**config.mk**
```make
export PLATFORM = sky130hd
export DESIGN_NAME = bayesian_sensor_fault_detector_flat
export DESIGN_NICKNAME = d
export VERILOG_FILES = /design/src/hdl/bsfd_pkg.sv /design/src/hdl/bsfd_if.sv /design/src/hdl/bsfd_csr.sv /design/src/hdl/bsfd_mul.sv /design/src/hdl/bsfd_div.sv /design/src/hdl/bayesian_sensor_fault_detector.sv /design/src/flat_wrapper.sv
export SDC_FILE = /design/constraint.sdc
export NUM_CORES = 2
export LEC_CHECK = 0
export ABC_AREA = 1
export BUFFER_PORTS_ARGS = -buffer_cell sky130_fd_sc_hd__buf_2
export CAP_MARGIN = 30
export CORE_UTILIZATION = 55
export CTS_BUF_LIST = sky130_fd_sc_hd__clkbuf_8
export DETAILED_ROUTE_END_ITERATION = 12
export PLACE_DENSITY = 0.71
export SYNTH_ARGS = -nofsm -noshare
export SYNTH_HDL_FRONTEND = slang
export SYNTH_SLANG_ARGS = --single-unit
```
**constraint.sdc**
```tcl
create_clock -name clock -period 7.5 [get_ports clock]
set_clock_uncertainty 0.05 [all_clocks]
set_input_delay 1.5 -clock clock [delete_from_list [all_inputs] [get_ports clock]]
set_output_delay 1.5 -clock clock [all_outputs]
set_load 0.005 [all_outputs]
```
**src/hdl/bsfd_pkg.sv**
```systemverilog
// ----------------------------------------------------------------------------
// bsfd_pkg
// Types, constants and register codes shared by the sensor fault detector.
// ----------------------------------------------------------------------------
package bsfd_pkg;

   localparam int MUL_W      = 34;
   localparam int PROD_W     = 2 * MUL_W;
   localparam int DIV_NUM_W  = 68;
   localparam int DIV_DEN_W  = 52;
   localparam int DIV_CNT_W  = $clog2(DIV_NUM_W + 1);
   localparam int CSR_ADDR_W = 4;

   localparam logic [30:0] E1_Q32        = 31'd1580030169;
   localparam logic [19:0] EXP_LIMIT_Q16 = 20'd786432;
   localparam logic [3:0]  TAYLOR_TERMS  = 4'd10;
   localparam logic [32:0] ONE_Q32       = 33'h1_0000_0000;

   localparam logic [15:0] NORMAL_SIGMA_RST    = 16'd256;
   localparam logic [15:0] FAULT_SIGMA_RST     = 16'd2560;
   localparam logic [15:0] PRIOR_FAULT_RST     = 16'd655;
   localparam logic [15:0] FAULT_THRESHOLD_RST = 16'd62259;

   typedef enum logic [1:0] {
      REG_NORMAL_SIGMA    = 2'd0,
      REG_FAULT_SIGMA     = 2'd1,
      REG_PRIOR_FAULT     = 2'd2,
      REG_FAULT_THRESHOLD = 2'd3
   } reg_index_type;

   typedef struct packed {
      logic [15:0] normal_sigma;
      logic [15:0] fault_sigma;
      logic [15:0] prior_fault;
      logic [15:0] fault_threshold;
      logic        prior_load;
   } cfg_type;

   typedef enum logic [3:0] {
      ST_IDLE,
      ST_MSQ,
      ST_SSQ,
      ST_XDIV,
      ST_TMUL,
      ST_TDIV,
      ST_KMUL,
      ST_A0A,
      ST_A0B,
      ST_A1A,
      ST_A1B,
      ST_QDIV,
      ST_DONE
   } state_type;

endpackage

```
**src/hdl/bsfd_if.sv**
```systemverilog
// ----------------------------------------------------------------------------
// bsfd_req_if / bsfd_rsp_if
// Valid/ready channels carrying measurements in and posteriors out.
// ----------------------------------------------------------------------------
interface bsfd_req_if;
   logic               valid;
   logic               ready;
   logic signed [15:0] measurement;

   modport source (output valid, output measurement, input ready);
   modport sink   (input valid, input measurement, output ready);
endinterface

interface bsfd_rsp_if;
   logic        valid;
   logic        ready;
   logic [15:0] posterior;
   logic        evidence_underflow;
   logic        fault_detected;

   modport source (output valid, output posterior, output evidence_underflow,
                   output fault_detected, input ready);
   modport sink   (input valid, input posterior, input evidence_underflow,
                   input fault_detected, output ready);
endinterface

```
**src/hdl/bsfd_csr.sv**
```systemverilog
// ----------------------------------------------------------------------------
// bsfd_csr
// APB-style register file for sigmas, prior and threshold.
// ----------------------------------------------------------------------------
module bsfd_csr (
   input  logic                               clock,
   input  logic                               reset,
   input  logic                               csr_psel,
   input  logic                               csr_penable,
   input  logic                               csr_pwrite,
   input  logic [bsfd_pkg::CSR_ADDR_W-1:0]    csr_paddr,
   input  logic [31:0]                        csr_pwdata,
   output logic [31:0]                        csr_prdata,
   output logic                               csr_pready,
   output bsfd_pkg::cfg_type                  cfg
);
   import bsfd_pkg::*;

   logic [15:0]   normal_sigma_ff, fault_sigma_ff, prior_fault_ff, fault_threshold_ff;
   logic          wr_en;
   reg_index_type idx;

   assign idx        = reg_index_type'(csr_paddr[3:2]);
   assign wr_en      = csr_psel && csr_penable && csr_pwrite;
   assign csr_pready = 1'b1;

   always_ff @(posedge clock) begin
      if (reset) begin
         normal_sigma_ff    <= NORMAL_SIGMA_RST;
         fault_sigma_ff     <= FAULT_SIGMA_RST;
         prior_fault_ff     <= PRIOR_FAULT_RST;
         fault_threshold_ff <= FAULT_THRESHOLD_RST;
      end else if (wr_en) begin
         unique case (idx)
            REG_NORMAL_SIGMA:    normal_sigma_ff    <= csr_pwdata[15:0];
            REG_FAULT_SIGMA:     fault_sigma_ff     <= csr_pwdata[15:0];
            REG_PRIOR_FAULT:     prior_fault_ff     <= csr_pwdata[15:0];
            REG_FAULT_THRESHOLD: fault_threshold_ff <= csr_pwdata[15:0];
            default: ;
         endcase
      end
   end

   always_comb begin
      unique case (idx)
         REG_NORMAL_SIGMA:    csr_prdata = {16'd0, normal_sigma_ff};
         REG_FAULT_SIGMA:     csr_prdata = {16'd0, fault_sigma_ff};
         REG_PRIOR_FAULT:     csr_prdata = {16'd0, prior_fault_ff};
         REG_FAULT_THRESHOLD: csr_prdata = {16'd0, fault_threshold_ff};
         default:             csr_prdata = 32'd0;
      endcase
   end

   assign cfg.normal_sigma    = normal_sigma_ff;
   assign cfg.fault_sigma     = fault_sigma_ff;
   assign cfg.prior_fault     = prior_fault_ff;
   assign cfg.fault_threshold = fault_threshold_ff;
   assign cfg.prior_load      = wr_en && (idx == REG_PRIOR_FAULT);

endmodule

```
**src/hdl/bsfd_mul.sv**
```systemverilog
// ----------------------------------------------------------------------------
// bsfd_mul
// Bit-serial shift-add multiplier; one multiplier bit per cycle, stops early
// once the remaining multiplier bits are all zero.
// ----------------------------------------------------------------------------
module bsfd_mul (
   input  logic                         clock,
   input  logic                         reset,
   input  logic                         start,
   input  logic [bsfd_pkg::MUL_W-1:0]   a,
   input  logic [bsfd_pkg::MUL_W-1:0]   b,
   output logic                         done,
   output logic [bsfd_pkg::PROD_W-1:0]  prod
);
   import bsfd_pkg::*;

   logic              busy_ff;
   logic [PROD_W-1:0] a_ff, acc_ff;
   logic [MUL_W-1:0]  b_ff;

   assign done = busy_ff && (b_ff == '0);
   assign prod = acc_ff;

   always_ff @(posedge clock) begin
      if (reset) begin
         busy_ff <= 1'b0;
      end else if (start) begin
         busy_ff <= 1'b1;
      end else if (done) begin
         busy_ff <= 1'b0;
      end
   end

   always_ff @(posedge clock) begin
      if (start) begin
         a_ff   <= {{(PROD_W-MUL_W){1'b0}}, a};
         b_ff   <= b;
         acc_ff <= '0;
      end else if (busy_ff && (b_ff != '0)) begin
         if (b_ff[0]) begin
            acc_ff <= acc_ff + a_ff;
         end
         a_ff <= {a_ff[PROD_W-2:0], 1'b0};
         b_ff <= {1'b0, b_ff[MUL_W-1:1]};
      end
   end

endmodule

```
**src/hdl/bsfd_div.sv**
```systemverilog
// ----------------------------------------------------------------------------
// bsfd_div
// Restoring radix-2 divider; one quotient bit per cycle.
// ----------------------------------------------------------------------------
module bsfd_div (
   input  logic                            clock,
   input  logic                            reset,
   input  logic                            start,
   input  logic [bsfd_pkg::DIV_NUM_W-1:0]  num,
   input  logic [bsfd_pkg::DIV_DEN_W-1:0]  den,
   output logic                            done,
   output logic [bsfd_pkg::DIV_NUM_W-1:0]  quot
);
   import bsfd_pkg::*;

   logic                 busy_ff;
   logic [DIV_CNT_W-1:0] cnt_ff;
   logic [DIV_NUM_W-1:0] num_ff, quot_ff;
   logic [DIV_DEN_W-1:0] den_ff, rem_ff;
   logic [DIV_DEN_W:0]   rem_sh;
   logic                 fits;

   assign done   = busy_ff && (cnt_ff == '0);
   assign quot   = quot_ff;
   assign rem_sh = {rem_ff, num_ff[DIV_NUM_W-1]};
   assign fits   = rem_sh >= {1'b0, den_ff};

   always_ff @(posedge clock) begin
      if (reset) begin
         busy_ff <= 1'b0;
      end else if (start) begin
         busy_ff <= 1'b1;
      end else if (done) begin
         busy_ff <= 1'b0;
      end
   end

   always_ff @(posedge clock) begin
      if (start) begin
         num_ff  <= num;
         den_ff  <= den;
         rem_ff  <= '0;
         quot_ff <= '0;
         cnt_ff  <= DIV_CNT_W'(DIV_NUM_W);
      end else if (busy_ff && (cnt_ff != '0)) begin
         if (fits) begin
            rem_ff <= DIV_DEN_W'(rem_sh - {1'b0, den_ff});
         end else begin
            rem_ff <= rem_sh[DIV_DEN_W-1:0];
         end
         quot_ff <= {quot_ff[DIV_NUM_W-2:0], fits};
         num_ff  <= {num_ff[DIV_NUM_W-2:0], 1'b0};
         cnt_ff  <= cnt_ff - 1'b1;
      end
   end

endmodule

```
**src/hdl/bayesian_sensor_fault_detector.sv**
```systemverilog
// ----------------------------------------------------------------------------
// bayesian_sensor_fault_detector
// Sequential two-hypothesis Bayesian test on signed Q8.8 sensor residuals.
// ----------------------------------------------------------------------------
// Usage:
//   req_if carries one signed Q8.8 measurement per item; rsp_if returns one
//   item per measurement: Q0.16 posterior, evidence underflow and fault flag.
//   The csr_ port holds the two sigmas, the prior and the threshold; writing
//   the prior also reloads the stored fault probability.
// Timing:
//   One item at a time, through one bit-serial multiplier and one restoring
//   divider shared by all steps. Each division holds the sequencer until all
//   quotient bits are done, each multiply until its remaining multiplier bits
//   are zero. Per item: two exponent divisions, per hypothesis ten series
//   steps of a multiply and a division and up to 11 rounding multiplies, four
//   scaling multiplies and the final division; the series and rounding steps
//   are skipped for an exponent that saturates. The next item can be taken in
//   the cycle after the result is written out.
// Reset:
//   Registers return to their defaults and the fault probability to the prior.
// Stall:
//   A finished item waits in the output register; the next measurement is
//   taken meanwhile, and its result is held until the receiver takes the first.
// ----------------------------------------------------------------------------
module bayesian_sensor_fault_detector (
   input  logic                             clock,
   input  logic                             reset,
   bsfd_req_if.sink                         req_if,
   bsfd_rsp_if.source                       rsp_if,
   input  logic                             csr_psel,
   input  logic                             csr_penable,
   input  logic                             csr_pwrite,
   input  logic [bsfd_pkg::CSR_ADDR_W-1:0]  csr_paddr,
   input  logic [31:0]                      csr_pwdata,
   output logic [31:0]                      csr_prdata,
   output logic                             csr_pready
);
   import bsfd_pkg::*;

   cfg_type   cfg;
   state_type state_ff, state_in;
   logic      issued_ff, issued_in;
   logic      mul_start, mul_done, div_start, div_done;
   logic [MUL_W-1:0]     mul_a, mul_b;
   logic [PROD_W-1:0]    prod;
   logic [DIV_NUM_W-1:0] div_num, quot;
   logic [DIV_DEN_W-1:0] div_den;

   logic [15:0] fault_prob_ff;
   logic [15:0] mag_ff, s0_ff, s1_ff;
   logic        hyp_ff;
   logic [31:0] msq_ff, s2_ff;
   logic [3:0]  k_ff, n_ff;
   logic [15:0] f_ff;
   logic [32:0] r_ff, t_ff;
   logic [16:0] e0_ff, e1_ff;
   logic [49:0] a0_ff, a1_ff;
   logic [15:0] post_ff;
   logic        uf_ff;
   logic        rsp_valid_ff;
   logic [15:0] rsp_post_ff;
   logic        rsp_uf_ff, rsp_fault_ff;

   logic [15:0] s_cur;
   logic [50:0] sum;
   logic        x_big;
   logic [32:0] r_round;
   logic [16:0] e_round;
   logic [18:0] q_inc;
   logic [15:0] q_post;
   logic        accept, out_free;

   bsfd_csr u_csr (
      .clock       (clock),
      .reset       (reset),
      .csr_psel    (csr_psel),
      .csr_penable (csr_penable),
      .csr_pwrite  (csr_pwrite),
      .csr_paddr   (csr_paddr),
      .csr_pwdata  (csr_pwdata),
      .csr_prdata  (csr_prdata),
      .csr_pready  (csr_pready),
      .cfg         (cfg)
   );

   bsfd_mul u_mul (
      .clock (clock),
      .reset (reset),
      .start (mul_start),
      .a     (mul_a),
      .b     (mul_b),
      .done  (mul_done),
      .prod  (prod)
   );

   bsfd_div u_div (
      .clock (clock),
      .reset (reset),
      .start (div_start),
      .num   (div_num),
      .den   (div_den),
      .done  (div_done),
      .quot  (quot)
   );

   assign accept   = req_if.valid && req_if.ready;
   assign out_free = !rsp_valid_ff || rsp_if.ready;
   assign req_if.ready = (state_ff == ST_IDLE);

   assign s_cur   = hyp_ff ? s1_ff : s0_ff;
   assign sum     = {1'b0, a0_ff} + {1'b0, a1_ff};
   assign x_big   = (quot[DIV_NUM_W-1:20] != '0) || (quot[19:0] >= EXP_LIMIT_Q16);
   assign r_round = prod[64:32] + {32'd0, prod[31]};
   assign e_round = 17'((r_ff + 33'd32768) >> 16);
   assign q_inc   = {1'b0, quot[17:0]} + 19'd1;
   assign q_post  = (q_inc[18:17] != 2'b00) ? 16'hFFFF : q_inc[16:1];

   // operand selection for the shared units
   always_comb begin
      mul_a   = '0;
      mul_b   = '0;
      div_num = '0;
      div_den = '0;
      unique case (state_ff)
         ST_MSQ: begin
            mul_a = MUL_W'(mag_ff);
            mul_b = MUL_W'(mag_ff);
         end
         ST_SSQ: begin
            mul_a = MUL_W'(s_cur);
            mul_b = MUL_W'(s_cur);
         end
         ST_TMUL: begin
            mul_a = MUL_W'(r_ff);
            mul_b = MUL_W'(f_ff);
         end
         ST_KMUL: begin
            mul_a = MUL_W'(r_ff);
            mul_b = MUL_W'(E1_Q32);
         end
         ST_A0A: begin
            mul_a = MUL_W'(e0_ff);
            mul_b = MUL_W'(s1_ff);
         end
         ST_A0B: begin
            mul_a = MUL_W'(t_ff);
            mul_b = MUL_W'(17'h10000 - {1'b0, fault_prob_ff});
         end
         ST_A1A: begin
            mul_a = MUL_W'(e1_ff);
            mul_b = MUL_W'(s0_ff);
         end
         ST_A1B: begin
            mul_a = MUL_W'(t_ff);
            mul_b = MUL_W'(fault_prob_ff);
         end
         ST_XDIV: begin
            div_num = DIV_NUM_W'({msq_ff, 16'd0} + {16'd0, s2_ff});
            div_den = DIV_DEN_W'({s2_ff, 1'b0});
         end
         ST_TDIV: begin
            div_num = DIV_NUM_W'(t_ff[31:0]);
            div_den = DIV_DEN_W'(n_ff);
         end
         ST_QDIV: begin
            div_num = DIV_NUM_W'({a1_ff, 17'd0});
            div_den = DIV_DEN_W'(sum);
         end
         default: ;
      endcase
   end

   // sequencer
   always_comb begin
      state_in  = state_ff;
      issued_in = issued_ff;
      mul_start = 1'b0;
      div_start = 1'b0;
      unique case (state_ff)
         ST_IDLE: begin
            if (accept) begin
               state_in = ST_MSQ;
            end
         end
         ST_MSQ, ST_SSQ, ST_TMUL, ST_A0A, ST_A0B, ST_A1A, ST_A1B: begin
            if (!issued_ff) begin
               mul_start = 1'b1;
               issued_in = 1'b1;
            end else if (mul_done) begin
               issued_in = 1'b0;
               unique case (state_ff)
                  ST_MSQ:  state_in = ST_SSQ;
                  ST_SSQ:  state_in = ST_XDIV;
                  ST_TMUL: state_in = ST_TDIV;
                  ST_A0A:  state_in = ST_A0B;
                  ST_A0B:  state_in = ST_A1A;
                  ST_A1A:  state_in = ST_A1B;
                  default: state_in = ST_QDIV;
               endcase
            end
         end
         ST_XDIV: begin
            if (!issued_ff) begin
               div_start = 1'b1;
               issued_in = 1'b1;
            end else if (div_done) begin
               issued_in = 1'b0;
               if (!x_big) begin
                  state_in = ST_TMUL;
               end else if (!hyp_ff) begin
                  state_in = ST_SSQ;
               end else begin
                  state_in = ST_A0A;
               end
            end
         end
         ST_TDIV: begin
            if (!issued_ff) begin
               div_start = 1'b1;
               issued_in = 1'b1;
            end else if (div_done) begin
               issued_in = 1'b0;
               state_in  = (n_ff == 4'd1) ? ST_KMUL : ST_TMUL;
            end
         end
         ST_KMUL: begin
            if (!issued_ff) begin
               if (k_ff == 4'd0) begin
                  state_in = hyp_ff ? ST_A0A : ST_SSQ;
               end else begin
                  mul_start = 1'b1;
                  issued_in = 1'b1;
               end
            end else if (mul_done) begin
               issued_in = 1'b0;
            end
         end
         ST_QDIV: begin
            if (!issued_ff) begin
               if (sum == '0) begin
                  state_in = ST_DONE;
               end else begin
                  div_start = 1'b1;
                  issued_in = 1'b1;
               end
            end else if (div_done) begin
               issued_in = 1'b0;
               state_in  = ST_DONE;
            end
         end
         ST_DONE: begin
            if (out_free) begin
               state_in = ST_IDLE;
            end
         end
         default: begin
            state_in  = ST_IDLE;
            issued_in = 1'b0;
         end
      endcase
   end

   always_ff @(posedge clock) begin
      if (reset) begin
         state_ff  <= ST_IDLE;
         issued_ff <= 1'b0;
      end else begin
         state_ff  <= state_in;
         issued_ff <= issued_in;
      end
   end

   // datapath registers
   always_ff @(posedge clock) begin
      if (accept) begin
         mag_ff <= req_if.measurement[15] ? 16'(-req_if.measurement) : req_if.measurement;
         s0_ff  <= (cfg.normal_sigma == 16'd0) ? 16'd1 : cfg.normal_sigma;
         s1_ff  <= (cfg.fault_sigma == 16'd0) ? 16'd1 : cfg.fault_sigma;
         hyp_ff <= 1'b0;
      end
      if (issued_ff && mul_done) begin
         unique case (state_ff)
            ST_MSQ:  msq_ff <= prod[31:0];
            ST_SSQ:  s2_ff  <= prod[31:0];
            ST_TMUL: t_ff   <= {1'b0, prod[47:16]};
            ST_KMUL: begin
               r_ff <= r_round;
               k_ff <= k_ff - 4'd1;
            end
            ST_A0A:  t_ff   <= prod[32:0];
            ST_A0B:  a0_ff  <= prod[49:0];
            ST_A1A:  t_ff   <= prod[32:0];
            ST_A1B:  a1_ff  <= prod[49:0];
            default: ;
         endcase
      end
      if (issued_ff && div_done) begin
         unique case (state_ff)
            ST_XDIV: begin
               if (x_big) begin
                  if (hyp_ff) begin
                     e1_ff <= '0;
                  end else begin
                     e0_ff <= '0;
                  end
                  hyp_ff <= 1'b1;
               end else begin
                  k_ff <= quot[19:16];
                  f_ff <= quot[15:0];
                  r_ff <= ONE_Q32;
                  n_ff <= TAYLOR_TERMS;
               end
            end
            ST_TDIV: begin
               r_ff <= ONE_Q32 - quot[32:0];
               n_ff <= n_ff - 4'd1;
            end
            ST_QDIV: begin
               post_ff <= q_post;
               uf_ff   <= 1'b0;
            end
            default: ;
         endcase
      end
      // exponent finished: store the likelihood; after the normal sigma, move to the fault sigma
      if ((state_ff == ST_KMUL) && !issued_ff && (k_ff == 4'd0)) begin
         if (hyp_ff) begin
            e1_ff <= e_round;
         end else begin
            e0_ff <= e_round;
         end
         hyp_ff <= 1'b1;
      end
      if ((state_ff == ST_QDIV) && !issued_ff && (sum == '0)) begin
         post_ff <= fault_prob_ff;
         uf_ff   <= 1'b1;
      end
   end

   // stored probability and output register
   always_ff @(posedge clock) begin
      if (reset) begin
         fault_prob_ff <= PRIOR_FAULT_RST;
         rsp_valid_ff  <= 1'b0;
      end else begin
         if (cfg.prior_load) begin
            fault_prob_ff <= csr_pwdata[15:0];
         end else if ((state_ff == ST_DONE) && out_free && !uf_ff) begin
            fault_prob_ff <= post_ff;
         end
         if ((state_ff == ST_DONE) && out_free) begin
            rsp_valid_ff <= 1'b1;
         end else if (rsp_if.ready) begin
            rsp_valid_ff <= 1'b0;
         end
      end
   end

   always_ff @(posedge clock) begin
      if ((state_ff == ST_DONE) && out_free) begin
         rsp_post_ff  <= post_ff;
         rsp_uf_ff    <= uf_ff;
         rsp_fault_ff <= (post_ff >= cfg.fault_threshold);
      end
   end

   assign rsp_if.valid              = rsp_valid_ff;
   assign rsp_if.posterior          = rsp_post_ff;
   assign rsp_if.evidence_underflow = rsp_uf_ff;
   assign rsp_if.fault_detected     = rsp_fault_ff;

endmodule

```
**src/flat_wrapper.sv**
```systemverilog
// flat-port wrapper written by rule: the top's interface ports become plain ports
module bayesian_sensor_fault_detector_flat import bsfd_pkg::*;
  (clock, reset, csr_psel, csr_penable, csr_pwrite, csr_paddr, csr_pwdata, csr_prdata, csr_pready, req_if_valid, req_if_measurement, req_if_ready, rsp_if_valid, rsp_if_posterior, rsp_if_evidence_underflow, rsp_if_fault_detected, rsp_if_ready);
  bsfd_req_if req_if_i ();
  bsfd_rsp_if rsp_if_i ();
  input  logic clock;
  input  logic reset;
  input  logic csr_psel;
  input  logic csr_penable;
  input  logic csr_pwrite;
  input  logic [bsfd_pkg::CSR_ADDR_W-1:0] csr_paddr;
  input  logic [31:0] csr_pwdata;
  output logic [31:0] csr_prdata;
  output logic csr_pready;
  input wire logic [$bits(req_if_i.valid)-1:0] req_if_valid;
  input wire logic [$bits(req_if_i.measurement)-1:0] req_if_measurement;
  output wire logic [$bits(req_if_i.ready)-1:0] req_if_ready;
  output wire logic [$bits(rsp_if_i.valid)-1:0] rsp_if_valid;
  output wire logic [$bits(rsp_if_i.posterior)-1:0] rsp_if_posterior;
  output wire logic [$bits(rsp_if_i.evidence_underflow)-1:0] rsp_if_evidence_underflow;
  output wire logic [$bits(rsp_if_i.fault_detected)-1:0] rsp_if_fault_detected;
  input wire logic [$bits(rsp_if_i.ready)-1:0] rsp_if_ready;
  assign req_if_i.valid = req_if_valid;
  assign req_if_i.measurement = req_if_measurement;
  assign req_if_ready = req_if_i.ready;
  assign rsp_if_valid = rsp_if_i.valid;
  assign rsp_if_posterior = rsp_if_i.posterior;
  assign rsp_if_evidence_underflow = rsp_if_i.evidence_underflow;
  assign rsp_if_fault_detected = rsp_if_i.fault_detected;
  assign rsp_if_i.ready = rsp_if_ready;
  bayesian_sensor_fault_detector u_core (.clock(clock), .reset(reset), .req_if(req_if_i), .rsp_if(rsp_if_i), .csr_psel(csr_psel), .csr_penable(csr_penable), .csr_pwrite(csr_pwrite), .csr_paddr(csr_paddr), .csr_pwdata(csr_pwdata), .csr_prdata(csr_prdata), .csr_pready(csr_pready));
endmodule
```
==> results.txt <==
- Before antenna repair, the detailed router went through 8 iterations.
- Mean area per synthesized cell: 7.66 um^2
* GR Util All Layers: 0.358
- In the routed layout, each cell is associated on average with a via count of 5.74.
* Flop2flop setup slack: 2290 ps
- Global-route congestion overflow total: 0
- I/O Buffers: 76
- Summed over all nets, the half-perimeter wirelength after detailed placement is 130 mm.
- Levels on crit path: 19
* Clock Latency Late Sink: 880 ps
* Wire length reported by the detailed router: 171 mm
* Nets@finish: 7013
- IO Count: 112
- Area of the core region: 92100 um^2
- Total leakage power: 24.1 nW
- Layout Cell Area excl Fill: 55700 um^2
- Element type at the critical path end: flip-flop
- Smallest hold slack: 400 ps
- In this run the number of H-tree levels came out at 4.
* Post-synthesis instance area: 51400 um^2
- Clock tree from TritonCTS: yes
- After detailed placement, the total cell area comes to 52800 um^2.
* Gate family responsible for the most delay along the worst path: simple AND/OR/NAND/NOR gates
* Fin cells: 8112
* Leading area contributor after synthesis: sky130_fd_sc_hd__edfxtp_1
* Required time of the critical path: 7960 ps
* Synth async-reset ratio: 0
* Crit path to: u_core.u_div.num_ff[66]$_DFFE_PP_
- Number of synthesized register bits: 867
- Result of the run: completed
* Routed len/inst: 21.1 um
- Number of sinks on the clock net: 867
* Initial Util: 0.558
* Pins over their slew limit: 0
* Initial DRC count: 4961
- Static timing analysis puts the maximum clock frequency at 192 MHz.
- Top cell type's share of synthesized area: 0.282
* Hold WC Path Type: reg2reg
* Final Hold Viols: 0
- The congestion estimate from routability-driven global placement came to 0.990.
- The cell that appears most often on the critical path is sky130_fd_sc_hd__nand2_1.
- Critical path arrival: 5670 ps
* Min Clock Period, post-route: 5210 ps
- For the pin with the worst max-slew slack, the measured transition is 1040 ps.
* Deepest clock path buffer count: 3
- Yosys printed 0 warnings.
* Number of buffers inserted to repair setup after CTS: 0
- The largest individual stage delay along the critical path comes from the cell sky130_fd_sc_hd__fa_1.
* Maximum capacitance violations: 0
* Largest fanout on the critical path: 64
- Registers take 22200 um^2.
* Synth Flop Type: sky130_fd_sc_hd__edfxtp_1
- Synthesized instance count: 6707
* Inst Count DP: 7831
* Rows: 111
* Final period utilization: 0.694
- Counting both buffers and inverters, the worst setup path holds a total of 1.
* Register clock-pin slew on the reported worst setup and hold paths: 70 ps
- For this run, design rule violations remaining after detail routing come to 0.
- Die area: 94600 um^2
* Slew headroom: 0.304
- After clock tree synthesis, the repair step resized 0 gates.
- Total setup violations reported at the end of the flow: 0
- Die Y-Extent: 308 um
- First-pass GRT wire length: 256 mm
* Setup TNS after final layout: 0 ps
* Via count of the first global-routing pass: 43400
* Number of routed nets with antenna violations: 0
- For this run, the slowest stage of the critical path takes 550 ps.
- Cts-stage hold buffer count: 0
- In this run the worst setup path begins at u_core.a1_ff[0]$_DFFE_PP_.
* Biggest area contributors in the synthesized netlist: sky130_fd_sc_hd__edfxtp_1 (28%), sky130_fd_sc_hd__dfxtp_1 (15%), sky130_fd_sc_hd__nand2_1 (12%)
- Power per Cell Area: 305 nW/um^2
- Setup repair after global routing missed its margin: false
* Number of buffers added by the clock tree synthesis step: 150
- The startpoint identified for the worst register-to-register timing path is u_core.a1_ff[0]$_DFFE_PP_.
* Fillers: 8540
* Horizontal extent of the die: 308 um
- The endpoint identified for the worst register-to-register timing path is u_core.u_div.num_ff[66]$_DFFE_PP_.
- In this run the most critical hold path is launched from u_core.u_div.quot[36]$_SDFFE_PN0P_.
- Max rail drop VDD: 0.561 mV
- The worst setup path is launched from a flip-flop.
- The critical path is of the reg2reg type.
- For this run, the register share of the synthesized area comes to 0.432.
* Count of flip-flops with a built-in enable after synthesis: 483
- Unique masters post-synth: 65
* Layout cell share with drive strength beyond 1: 0.0795
- Entering global routing, the biggest net connects 91 pins.
- The number of antenna violations at the first check in global routing came to 7.
- Relative area change from synthesis to final layout: 8.46%
- The tree is rooted in a sky130_fd_sc_hd__clkbuf_8.
* Detailed-route via count: 46600
- The number of cells on the worst reg-to-reg path is 19.
- In the final layout, the multi-input gates occupy 24600 um^2.
- The signal on the critical path passes through ha_1 > fa_1 > nand2_1 > nand2_1 > nand3_1 > nand2_1 > nand2_1 > nand2_2 > xnor2_1 > nand2_1 > nor2_1 > nand4_1 > nor2_1 > nand3_1 > nand2_1 > nand2_8 > buf_4 > nand3_1 > nand2_1.
## cells in the mapped netlist, drive strengths merged (11+ instances only)
| master | n |
|---|---|
| o21ai | 514 |
| nor4 | 62 |
| nand3b | 16 |
| a31oi | 42 |
| ha | 209 |
| xnor2 | 66 |
| o22ai | 77 |
| o21bai | 35 |
| o221ai | 15 |
| dfxtp | 384 |
| edfxtp | 483 |
| a21o | 27 |
| o211ai | 63 |
| a21oi | 597 |
| nand4 | 63 |
| nand2 | 1707 |
| nor2 | 550 |
| inv | 929 |
| buf | 64 |
| o2111ai | 13 |
| nor3 | 105 |
| or2 | 18 |
| nand3 | 231 |
| a32o | 11 |
| o21a | 18 |
| clkbuf | 201 |
| xor2 | 122 |
## worst min path at each step
stage | endpoint | cells after the start
after CTS | u_core.u_div.quot[37]$_SDFFE_PN0P_ | 2
after floorplan | u_core.f_ff[2]$_DFFE_PP_ | 0
final | u_core.u_div.quot[37]$_SDFFE_PN0P_ | 2
after detailed placement | u_core.fault_prob_ff[1]$_SDFFE_PP1P_ | 2
after global routing | u_core.fault_prob_ff[0]$_SDFFE_PP1P_ | 2
after global placement | u_core.fault_prob_ff[1]$_SDFFE_PP1P_ | 2
## metal layers
layer,vias up,track usage,wire length [um]
li1,22400,-,-
met1,21800,0.466,69800
met2,2006,0.576,77700
met3,412,0.0593,14700
met4,0,0.174,8690
met5,-,0,0
## cell families (layout without fill, tap and decap cells)
family | count (synthesis) | in the layout | synth area share
simple gates | 2762 | 2762 | 0.221
compound gates | 1470 | 1470 | 0.169
buf+inv | 1201 | 1347 | 0.0929
flops | 867 | 867 | 0.432
fa+ha+maj | 213 | 213 | 0.0525
xor+xnor | 188 | 188 | 0.0320
mux | 4 | 4 | 0.000779
other cells | 2 | 18 | 0.000146
## sequential cells by signal (all words and copies together) (netlist names), 17 cells and up
register	flops
u_core.u_mul.b_ff	31
u_core.t_ff	33
u_core.u_div.quot	68
u_core.e1_ff	17
u_core.r_ff	33
u_core.e0_ff	17
u_core.s2_ff	32
u_core.u_div.num_ff	68
u_core.a1_ff	50
u_core.a0_ff	50
u_core.u_div.den_ff	51
u_core.u_mul.prod	65
u_core.msq_ff	32
u_core.u_div.rem_ff	52
u_core.u_mul.a_ff	65
## report_power, final
part / leakage, nW / internal [W] / switching (W)
Combinational: 14.8 / 0.00183 / 0.00418
Clock: 1.74 / 0.00218 / 0.00207
Sequential: 7.62 / 0.00603 / 0.000718
Total: 24.1 / 0.0100 / 0.00698
## stage by stage
step / power (W) / util / setup WS, ps
4_1_cts: 0.0169 / 0.605 / 2300
2_1_floorplan: 0.0107 / - / 3130
3_5_place_dp: 0.0127 / 0.573 / 2370
5_1_grt: 0.0179 / 0.605 / 2110
3_3_place_gp: 0.0125 / 0.572 / 2430
6_report: 0.0170 / 0.605 / 2290
## area by class of cell
class,instances,area share
well taps,1243,0.0279
inverters,936,0.0631
flip-flops and latches,867,0.398
repair buffers,132,0.0163
diodes,1,0.0000449
multi-input cells,4654,0.442
clock buffers,168,0.0415
clock inverters,111,0.0114
## cell usage in the layout, fill, tap and decap left out, types with 10 or more instances in the layout
master                      instances
sky130_fd_sc_hd__conb_1            17
sky130_fd_sc_hd__ha_1             209
sky130_fd_sc_hd__dfxtp_1          384
sky130_fd_sc_hd__inv_2             20
sky130_fd_sc_hd__buf_2             77
sky130_fd_sc_hd__o21ai_1           39
sky130_fd_sc_hd__buf_4             47
sky130_fd_sc_hd__nor3_1            99
sky130_fd_sc_hd__a221oi_1          10
sky130_fd_sc_hd__a32o_1            11
sky130_fd_sc_hd__o221ai_1          15
sky130_fd_sc_hd__nor4_1            62
sky130_fd_sc_hd__o21a_1            18
sky130_fd_sc_hd__o21ai_0          472
sky130_fd_sc_hd__or2_2             16
sky130_fd_sc_hd__inv_1            973
sky130_fd_sc_hd__xor2_1           122
sky130_fd_sc_hd__o21bai_1          35
sky130_fd_sc_hd__nand3b_1          16
sky130_fd_sc_hd__nand4_1           63
sky130_fd_sc_hd__o2111ai_1         13
sky130_fd_sc_hd__nand2_1         1698
sky130_fd_sc_hd__a21oi_2          124
sky130_fd_sc_hd__o211ai_1          63
sky130_fd_sc_hd__xnor2_1           66
sky130_fd_sc_hd__nand3_1          227
sky130_fd_sc_hd__clkbuf_8         168
sky130_fd_sc_hd__a21o_1            26
sky130_fd_sc_hd__edfxtp_1         483
sky130_fd_sc_hd__nor2_1           522
sky130_fd_sc_hd__a21oi_1          472
sky130_fd_sc_hd__nor2_2            21
sky130_fd_sc_hd__a31oi_1           42
sky130_fd_sc_hd__o22ai_1           77
sky130_fd_sc_hd__clkinv_1          21
sky130_fd_sc_hd__clkinv_2          15
sky130_fd_sc_hd__a22o_1            10
## worst min-delay path, cell delays in order, from the launching register on
cell                      delay, ps
sky130_fd_sc_hd__dfxtp_1        320
sky130_fd_sc_hd__nand2_1         80
sky130_fd_sc_hd__a21oi_2         50
Power figures use the tool's default switching activity.
